**config.mk**
```make
export PLATFORM = sky130hd
export DESIGN_NAME = ws2812_frame_encoder
export DESIGN_NICKNAME = d
export VERILOG_FILES = /design/src/hw/rtl/wfe_pkg.sv /design/src/hw/rtl/wfe_ram.sv /design/src/hw/rtl/wfe_div.sv /design/src/hw/rtl/ws2812_frame_encoder.sv
export SDC_FILE = /design/constraint.sdc
export NUM_CORES = 2
export LEC_CHECK = 0
export BUFFER_PORTS_ARGS = -buffer_cell sky130_fd_sc_hd__buf_4
export CAP_MARGIN = 20
export CORE_AREA = 5 5 428 430
export DETAILED_ROUTE_END_ITERATION = 6
export DIE_AREA = 0 0 433 435
export GPL_TIMING_DRIVEN = 1
export PLACE_DENSITY = 0.57
export SLEW_MARGIN = 30
export SYNTH_ARGS = -nofsm -noshare
export SYNTH_HDL_FRONTEND = slang
export SYNTH_SLANG_ARGS = --single-unit
```
**constraint.sdc**
```tcl
create_clock -name clk -period 14.9 [get_ports clk]
set_input_delay 3.725 -clock clk [delete_from_list [all_inputs] [get_ports clk]]
set_output_delay 3.725 -clock clk [all_outputs]
set_load 0.05 [all_outputs]
```
**src/hw/rtl/wfe_pkg.sv**
```systemverilog
// Shared types and constants of the WS2812 frame encoder.
package wfe_pkg;

	localparam int ColorW   = 8;
	localparam int DutyW    = 16;
	localparam int ProductW = 16;
	localparam int PosW     = 13;
	localparam int BitsPerLed = 24;

	typedef enum logic [1:0] {
		OP_SET_PIXEL = 2'd0,
		OP_CLEAR     = 2'd1,
		OP_START     = 2'd2,
		OP_TICK      = 2'd3
	} opcode_t;

	typedef enum logic [1:0] {
		CFG_BRIGHTNESS = 2'd0,
		CFG_DUTY_ONE   = 2'd1,
		CFG_DUTY_ZERO  = 2'd2,
		CFG_LATCH      = 2'd3
	} cfg_index_t;

	typedef struct packed {
		logic                start;
		logic [ProductW-1:0] dividend;
	} div_req_t;

endpackage

```
**src/hw/rtl/wfe_ram.sv**
```systemverilog
// Generic single write port RAM with one registered read port.
module wfe_ram #(
	parameter  int WIDTH = 24,
	parameter  int DEPTH = 64,
	localparam int AddrW = (DEPTH > 1) ? $clog2(DEPTH) : 1
) (
	input  logic                 clk,
	input  logic                 we,
	input  logic [AddrW-1:0]     waddr,
	input  logic [WIDTH-1:0]     wdata,
	input  logic                 re,
	input  logic [AddrW-1:0]     raddr,
	output logic [WIDTH-1:0]     rdata
);

	logic [WIDTH-1:0] mem_q [DEPTH];

	always_ff @(posedge clk) begin
		if (we) begin
			mem_q[waddr] <= wdata;
		end
		if (re) begin
			rdata <= mem_q[raddr];
		end
	end

endmodule

```
**src/hw/rtl/wfe_div.sv**
```systemverilog
// Divider by a constant through a reciprocal multiplication, quotient saturated to one byte.
module wfe_div #(
	parameter int DIVISOR = 255
) (
	input  logic                         clk,
	input  logic                         arst_n,
	input  wfe_pkg::div_req_t            req,
	output logic                         done,
	output logic [wfe_pkg::ColorW-1:0]   quotient
);

	localparam int DvdW   = wfe_pkg::ProductW;
	localparam int RoundW = (DIVISOR > 1) ? $clog2(DIVISOR) : 0;
	localparam int Shift  = DvdW + RoundW;
	localparam int RecipW = DvdW + 2;
	localparam longint RecipL =
		((longint'(1) << Shift) + longint'(DIVISOR) - longint'(1)) / longint'(DIVISOR);
	localparam logic [RecipW-1:0] Recip = RecipW'(RecipL);
	localparam int ProdW  = DvdW + RecipW;
	localparam int QuotW  = ProdW - Shift;

	logic [DvdW-1:0]  dvd_q;
	logic [ProdW-1:0] prod_q;
	logic             mul_q;
	logic             done_q;
	logic [QuotW-1:0] quot_full;

	always_ff @(posedge clk or negedge arst_n) begin
		if (!arst_n) begin
			mul_q  <= 1'b0;
			done_q <= 1'b0;
		end else begin
			mul_q  <= req.start;
			done_q <= mul_q;
		end
	end

	always_ff @(posedge clk) begin
		if (req.start) begin
			dvd_q <= req.dividend;
		end
		if (mul_q) begin
			prod_q <= ProdW'(dvd_q) * ProdW'(Recip);
		end
	end

	assign quot_full = prod_q[ProdW-1:Shift];
	assign done      = done_q;
	assign quotient  = (|quot_full[QuotW-1:wfe_pkg::ColorW]) ? '1 :
		quot_full[wfe_pkg::ColorW-1:0];

endmodule

```
**src/hw/rtl/ws2812_frame_encoder.sv**
```systemverilog
// Top level of the WS2812 frame encoder that turns a pixel store into timer duty words.
//
// The block holds one GRB colour per LED in a RAM and, once a frame is started, answers
// each slot tick with one duty word: duty_one or duty_zero for every data bit, MSB first,
// of each colour byte scaled by brightness_level / FULL_SCALE, then latch_slots zero words,
// the final one flagged by frame_last. Commands are taken only while no tick is in progress.
// A tick in a latch slot goes straight to the emit state; a tick in a data slot first passes
// through the RAM read, the operand register and the multiply by the reciprocal of FULL_SCALE.
// A tick also waits while the previous result is still held in the output register.
// Clear takes effect at once through a per-LED valid bit, so no clearing pass is needed.
module ws2812_frame_encoder #(
	parameter int LED_COUNT  = 64,
	parameter int FULL_SCALE = 255,
	parameter int MIN_LEVEL  = 0
) (
	input  logic        clk,
	input  logic        arst_n,
	input  logic        in_valid,
	output logic        in_stall,
	input  logic [1:0]  opcode,
	input  logic [7:0]  led_index,
	input  logic [7:0]  red,
	input  logic [7:0]  green,
	input  logic [7:0]  blue,
	output logic        out_valid,
	input  logic        out_stall,
	output logic [15:0] duty_word,
	output logic        frame_last,
	input  logic        cfg_valid,
	output logic        cfg_ready,
	input  logic [1:0]  cfg_index,
	input  logic [15:0] cfg_data
);

	localparam int LedW      = (LED_COUNT > 1) ? $clog2(LED_COUNT) : 1;
	localparam int DataSlots = LED_COUNT * wfe_pkg::BitsPerLed;
	localparam int PixW      = 3 * wfe_pkg::ColorW;
	localparam logic [7:0] MinLevel = 8'(MIN_LEVEL);

	typedef enum logic [1:0] {
		ST_IDLE,
		ST_RD,
		ST_DIV,
		ST_EMIT
	} state_t;

	state_t state_q;

	logic [7:0]                brightness_q;
	logic [15:0]               duty_one_q;
	logic [15:0]               duty_zero_q;
	logic [7:0]                latch_slots_q;

	logic                      armed_q;
	logic [wfe_pkg::PosW-1:0]  pos_q;
	logic [LedW-1:0]           led_q;
	logic [1:0]                byte_q;
	logic [2:0]                bit_q;
	logic [LED_COUNT-1:0]      pix_vld_q;

	logic [1:0]                tick_byte_q;
	logic [2:0]                tick_bit_q;
	logic                      tick_last_q;
	logic                      tick_data_q;
	logic                      tick_pix_ok_q;
	logic                      bit_val_q;

	logic                      out_valid_q;
	logic [15:0]               duty_word_q;
	logic                      frame_last_q;

	wfe_pkg::opcode_t          op;
	logic                      in_accept;
	logic                      set_ok;
	logic                      is_data;
	logic                      is_last;
	logic [wfe_pkg::PosW:0]    pos_next;
	logic [wfe_pkg::PosW:0]    total;
	logic [PixW-1:0]           rd_data;
	logic [PixW-1:0]           pixel;
	logic [7:0]                color;
	wfe_pkg::div_req_t         div_req;
	logic                      div_done;
	logic [7:0]                div_quot;
	logic                      out_free;
	logic [15:0]               duty_d;

	assign op        = wfe_pkg::opcode_t'(opcode);
	assign in_stall  = (state_q != ST_IDLE);
	assign in_accept = in_valid && !in_stall;
	assign cfg_ready = 1'b1;
	assign set_ok    = ({1'b0, led_index} < 9'(LED_COUNT));
	assign is_data   = (pos_q < wfe_pkg::PosW'(DataSlots));
	assign pos_next  = {1'b0, pos_q} + 14'd1;
	assign total     = 14'(DataSlots) + {6'd0, latch_slots_q};
	assign is_last   = (pos_next >= total);
	assign out_free  = !out_valid_q || !out_stall;

	wfe_ram #(
		.WIDTH(PixW),
		.DEPTH(LED_COUNT)
	) u_ram (
		.clk  (clk),
		.we   (in_accept && op == wfe_pkg::OP_SET_PIXEL && set_ok),
		.waddr(led_index[LedW-1:0]),
		.wdata({green, red, blue}),
		.re   (in_accept && op == wfe_pkg::OP_TICK),
		.raddr(led_q),
		.rdata(rd_data)
	);

	always_comb begin
		pixel = tick_pix_ok_q ? rd_data : '0;
		case (tick_byte_q)
			2'd0:    color = pixel[23:16];
			2'd1:    color = pixel[15:8];
			2'd2:    color = pixel[7:0];
			default: color = '0;
		endcase
		div_req.start    = (state_q == ST_RD);
		div_req.dividend = {8'd0, color} * {8'd0, brightness_q};
	end

	wfe_div #(
		.DIVISOR(FULL_SCALE)
	) u_div (
		.clk     (clk),
		.arst_n  (arst_n),
		.req     (div_req),
		.done    (div_done),
		.quotient(div_quot)
	);

	assign duty_d = !tick_data_q ? 16'd0 : (bit_val_q ? duty_one_q : duty_zero_q);

	always_ff @(posedge clk or negedge arst_n) begin
		if (!arst_n) begin
			brightness_q  <= 8'd255;
			duty_one_q    <= '0;
			duty_zero_q   <= '0;
			latch_slots_q <= 8'd50;
		end else if (cfg_valid && cfg_ready) begin
			unique case (wfe_pkg::cfg_index_t'(cfg_index))
				wfe_pkg::CFG_BRIGHTNESS:
					brightness_q <= (cfg_data[7:0] < MinLevel) ? MinLevel : cfg_data[7:0];
				wfe_pkg::CFG_DUTY_ONE:  duty_one_q    <= cfg_data;
				wfe_pkg::CFG_DUTY_ZERO: duty_zero_q   <= cfg_data;
				wfe_pkg::CFG_LATCH:     latch_slots_q <= cfg_data[7:0];
				default: ;
			endcase
		end
	end

	always_ff @(posedge clk or negedge arst_n) begin
		if (!arst_n) begin
			state_q       <= ST_IDLE;
			armed_q       <= 1'b0;
			pos_q         <= '0;
			led_q         <= '0;
			byte_q        <= '0;
			bit_q         <= '0;
			pix_vld_q     <= '0;
			tick_byte_q   <= '0;
			tick_bit_q    <= '0;
			tick_last_q   <= 1'b0;
			tick_data_q   <= 1'b0;
			tick_pix_ok_q <= 1'b0;
			bit_val_q     <= 1'b0;
			out_valid_q   <= 1'b0;
			duty_word_q   <= '0;
			frame_last_q  <= 1'b0;
		end else begin
			if (out_valid_q && !out_stall && state_q != ST_EMIT) begin
				out_valid_q <= 1'b0;
			end
			unique case (state_q)
				ST_IDLE: begin
					if (in_accept) begin
						unique case (op)
							wfe_pkg::OP_SET_PIXEL: begin
								if (set_ok) begin
									pix_vld_q[led_index[LedW-1:0]] <= 1'b1;
								end
							end
							wfe_pkg::OP_CLEAR: begin
								pix_vld_q <= '0;
							end
							wfe_pkg::OP_START: begin
								armed_q <= 1'b1;
								pos_q   <= '0;
								led_q   <= '0;
								byte_q  <= '0;
								bit_q   <= '0;
							end
							wfe_pkg::OP_TICK: begin
								if (armed_q) begin
									tick_byte_q   <= byte_q;
									tick_bit_q    <= bit_q;
									tick_last_q   <= is_last;
									tick_data_q   <= is_data;
									tick_pix_ok_q <= pix_vld_q[led_q];
									state_q       <= is_data ? ST_RD : ST_EMIT;
									if (is_last) begin
										armed_q <= 1'b0;
										pos_q   <= '0;
										led_q   <= '0;
										byte_q  <= '0;
										bit_q   <= '0;
									end else begin
										pos_q <= pos_next[wfe_pkg::PosW-1:0];
										if (is_data) begin
											bit_q <= bit_q + 3'd1;
											if (bit_q == 3'd7) begin
												if (byte_q == 2'd2) begin
													byte_q <= '0;
													led_q  <= led_q + LedW'(1);
												end else begin
													byte_q <= byte_q + 2'd1;
												end
											end
										end
									end
								end
							end
							default: ;
						endcase
					end
				end
				ST_RD: begin
					state_q <= ST_DIV;
				end
				ST_DIV: begin
					if (div_done) begin
						bit_val_q <= div_quot[3'd7 - tick_bit_q];
						state_q   <= ST_EMIT;
					end
				end
				ST_EMIT: begin
					if (out_free) begin
						out_valid_q  <= 1'b1;
						duty_word_q  <= duty_d;
						frame_last_q <= tick_last_q;
						state_q      <= ST_IDLE;
					end
				end
				default: state_q <= ST_IDLE;
			endcase
		end
	end

	assign out_valid  = out_valid_q;
	assign duty_word  = duty_word_q;
	assign frame_last = frame_last_q;

`ifndef ASSERT_OFF
	a_div_done_in_div: assert property (@(posedge clk) disable iff (!arst_n)
		div_done |-> state_q == ST_DIV)
		else $error("divider finished outside the divide state");

	a_led_in_range: assert property (@(posedge clk) disable iff (!arst_n)
		(armed_q && is_data) |-> ({1'b0, led_q} < (LedW + 1)'(LED_COUNT)))
		else $error("LED counter beyond LED count in a data slot");

	a_pos_consistent: assert property (@(posedge clk) disable iff (!arst_n)
		(armed_q && is_data) |->
		(pos_q == wfe_pkg::PosW'(led_q * 24 + byte_q * 8 + bit_q)))
		else $error("slot position disagrees with LED, byte and bit counters");

	a_rd_after_tick: assert property (@(posedge clk) disable iff (!arst_n)
		(state_q == ST_RD) |-> $past(in_accept && op == wfe_pkg::OP_TICK))
		else $error("pixel read without an accepted slot tick");
`endif

endmodule
```
==> impl_metrics.py <==
metrics = {
    "drt": {
        "routed_wl_um": 174000,
        "drc": 0,
        "first_iter_violations": 3660,
        "drt-vias-per-instance": 5.59,
        "wire_per_inst_um": 28.8,
        "detailroute.via_count": 33700,
        "firstDrtPassIters": 5,
        "ant_nets": 0,
    },
    "hold_path": {
        "hold_path.class": "reg -> reg",
        "hold_end": "bit_val_q$_DFFE_PN0P_",
        "hold_start": "u_div.done$_DFF_PN0_",
        "whs_path_depth": 1,
    },
    "final_layout": {
        "fin_nets": 3720,
        "design_area_um2": 80400,
        "layout-drive-gt1-share_pct": 28.1,
        "area_growth_pct": 13.2,
    },
    "logic_synthesis": {
        "syn_area_um2": 71000,
        "synth-seq-cells": 1753,
        "synth_top_area_share_pct": 67.0,
        "syn_nets": 3593,
        "ys.flop_type": "edfxtp_1",
        "seq_area_frac_synth_pct": 73.0,
        "yosys_warnings": 0,
        "synth_cells": 3384,
        "yosysTopAreaCell": "edfxtp_1",
        "synth_edf_count": 1585,
        "async_flop_share_pct": 9.58,
        "yosys.cell_types.count": 61,
        "avgSynthCellArea_um2": 21.0,
        "ys_top_cells_by_area": "edfxtp_1 67%, mux4_2 16%, dfrtp_1 5.5%",
    },
    "status": {
        "outcome": "complete, no violations",
    },
    "die": {
        "die-area_um2": 188000,
        "core.rowCount": 156,
        "ios": 77,
        "dieHeight_um": 435,
        "coreArea_um2": 179000,
        "dieWidth_um": 433,
        "start_util_pct": 39.6,
    },
    "sta": {
        "slew_viol_final": 0,
        "hold_viol_final": 0,
        "period_needed_ps": 6080,
        "relSlewSlack_pct": 34.9,
        "finClkSkew_ps": 49.4,
        "tns_ps": 0,
        "min_period_over_period_pct": 40.8,
        "max_freq_mhz": 164,
        "rsz0062_at_grt": "no",
        "tightest_slew_ps": 976,
        "whs_ps": 479,
        "setup_violations": 0,
    },
    "setup_path": {
        "endpoint_kind": "flip-flop",
        "r2r_start": "tick_byte_q[1]$_DFFE_PN0P_",
        "reg2reg_to": "u_div.dvd_q[15]$_DFFE_PP_",
        "worstSetupPathType": "in -> reg",
        "required_ps": 15330,
        "regToRegSetupSlack_ps": 8990,
        "crit_arrival_ps": 6510,
        "setup.worst_path.start_class": "primary input",
        "cp_max_fo": 24,
        "reg2reg_depth": 18,
    },
    "clocking": {
        "numCtsBuffers": 175,
        "ctsLongestPathBuffers": 3,
        "cts-root-buf": "clkbuf_16",
        "cts_hold_buf": 0,
        "cts_sinks": 1753,
        "cts-resized-gates": 0,
        "path_clk_slew_ps": 60,
        "cts_tree": "done",
        "h-tree-depth": 4,
        "clock_latency_ps": 810,
        "cts_setup_buffers": 0,
    },
    "global_routing": {
        "antenna_found_initial": 28,
        "grt_pass1_vias": 33800,
        "grt_pass1_wl_um": 249000,
        "gr-total-overflow": 0,
        "grt_max_degree": 133,
        "grtUsageTotal_pct": 18.4,
    },
    "placement": {
        "dpl.hpwl_um": 105000,
        "placedInstanceArea_um2": 74700,
        "port_buffers": 75,
        "globalplace.congestion": 0.796,
    },
    "pwr": {
        "power_leakage_nw": 25.8,
        "ir_drop_mv": 0.119,
        "finalPower_w": 0.0111,
        "powerDensity_nw_per_um2": 138,
    },
    "run": {
        "drv_cap": 0,
    },
}
-- kinds of logic after synthesis --
family / synth area share [%]
buffers and inverters: 1.39
xor gates and xnor gates: 0.271
muxes: 17.8
adders and majority gates: 3.06
other: 0.00528
and+or+nand+nor: 2.72
DFF: 73.0
AOI/OAI and AO/OA: 1.83
-- synth_stat cells (all sizes together), types with 3 or more instances --
cell        n
and3       60
dfrtp     157
xnor2      16
mux4      519
nand3b      5
nand2b      8
nor4        4
a21oi      85
a21o        7
a22o       28
fa         36
a31oi       5
dfstp      11
nor2      179
nand2      70
nand3      23
o211ai      5
nand4       8
buf        70
edfxtp   1585
nor3       12
nor3b       5
inv        72
nor2b      15
or3         3
o21ai      38
a2111oi     7
mux2i      34
ha        116
a21boi      3
mux2       53
a211oi      7
clkbuf     95
xor2        6
and2        8
-- final cells by class --
type | count | area [µm²]
clock inverters | 95 | 985
clock buffers | 230 | 4670
multi-input cells | 1394 | 18700
well taps | 2370 | 2970
fillers | 15100 | 99000
diodes | 8 | 20.0
repair buffers | 115 | 915
flip-flops and latches | 1753 | 51800
inverters | 72 | 270
-- critical path, cell delays in order --
cell,delay (ps)
buf_4,140
nor4_1,520
buf_4,270
and2_1,200
nand3_2,670
nor2_4,940
-- report_power, final --
part	internal, W	switching (W)
clock network	0.00247	0.00189
registers	0.00550	0.000109
logic	0.000431	0.000668
-- flip-flops by register name, summed over array words and instances, names as in the netlist, 8 cells and up --
signal and count:
u_ram.rdata 24, u_div.prod_q 9, duty_word 16, duty_zero_q 16, brightness_q 8, u_ram.mem_q 1536, duty_one_q 16, pos_q 13
pix_vld_q 64, u_div.dvd_q 16, latch_slots_q 8
-- placed cells by master, fill, tap and decap left out, types with 53 or more instances in the layout --
| master | count |
|---|---|
| edfxtp_1 | 1585 |
| mux4_2 | 519 |
| clkbuf_16 | 177 |
| dfrtp_1 | 150 |
| ha_1 | 116 |
| nor2_1 | 113 |
| buf_4 | 106 |
| a21oi_1 | 85 |
| inv_1 | 72 |
| nand2_1 | 65 |
| nor2_4 | 64 |
| and3_1 | 60 |
| mux2_2 | 53 |
-- metal layers --
metal | vias up | wire length, µm | global-route usage (%)
li1 | 14200 | - | -
met1 | 18200 | 76900 | 27.4
met2 | 1062 | 79000 | 27.0
met3 | 219 | 13400 | 4.67
met4 | 6 | 4370 | 5.17
met5 | - | 148 | 0.461
-- worst max path at each step --
stage | start | end | slack, ps | cells past startpoint
detailed placement | opcode[1] | u_ram.mem_q[23][14]$_DFFE_PP_ | 8020 | 6
global placement | opcode[1] | u_ram.mem_q[23][1]$_DFFE_PP_ | 8080 | 6
floorplan | led_index[5] | u_ram.mem_q[35][0]$_DFFE_PP_ | 8590 | 4
finish | opcode[1] | u_ram.mem_q[55][6]$_DFFE_PP_ | 8820 | 6
global route | tick_byte_q[1]$_DFFE_PN0P_ | u_div.dvd_q[14]$_DFFE_PP_ | 8610 | 19
CTS | opcode[1] | u_ram.mem_q[23][1]$_DFFE_PP_ | 8890 | 6
-- per-stage QoR --
step	utilization, %	cells	worst slack, ps
after global placement	41.6	5703	8080
final	44.8	6037	8820
after floorplan	-	3384	8590
after CTS	44.8	6028	8890
after global routing	44.8	6030	8610
after detailed placement	41.6	5703	8020
(Power assumes the default switching activity.)
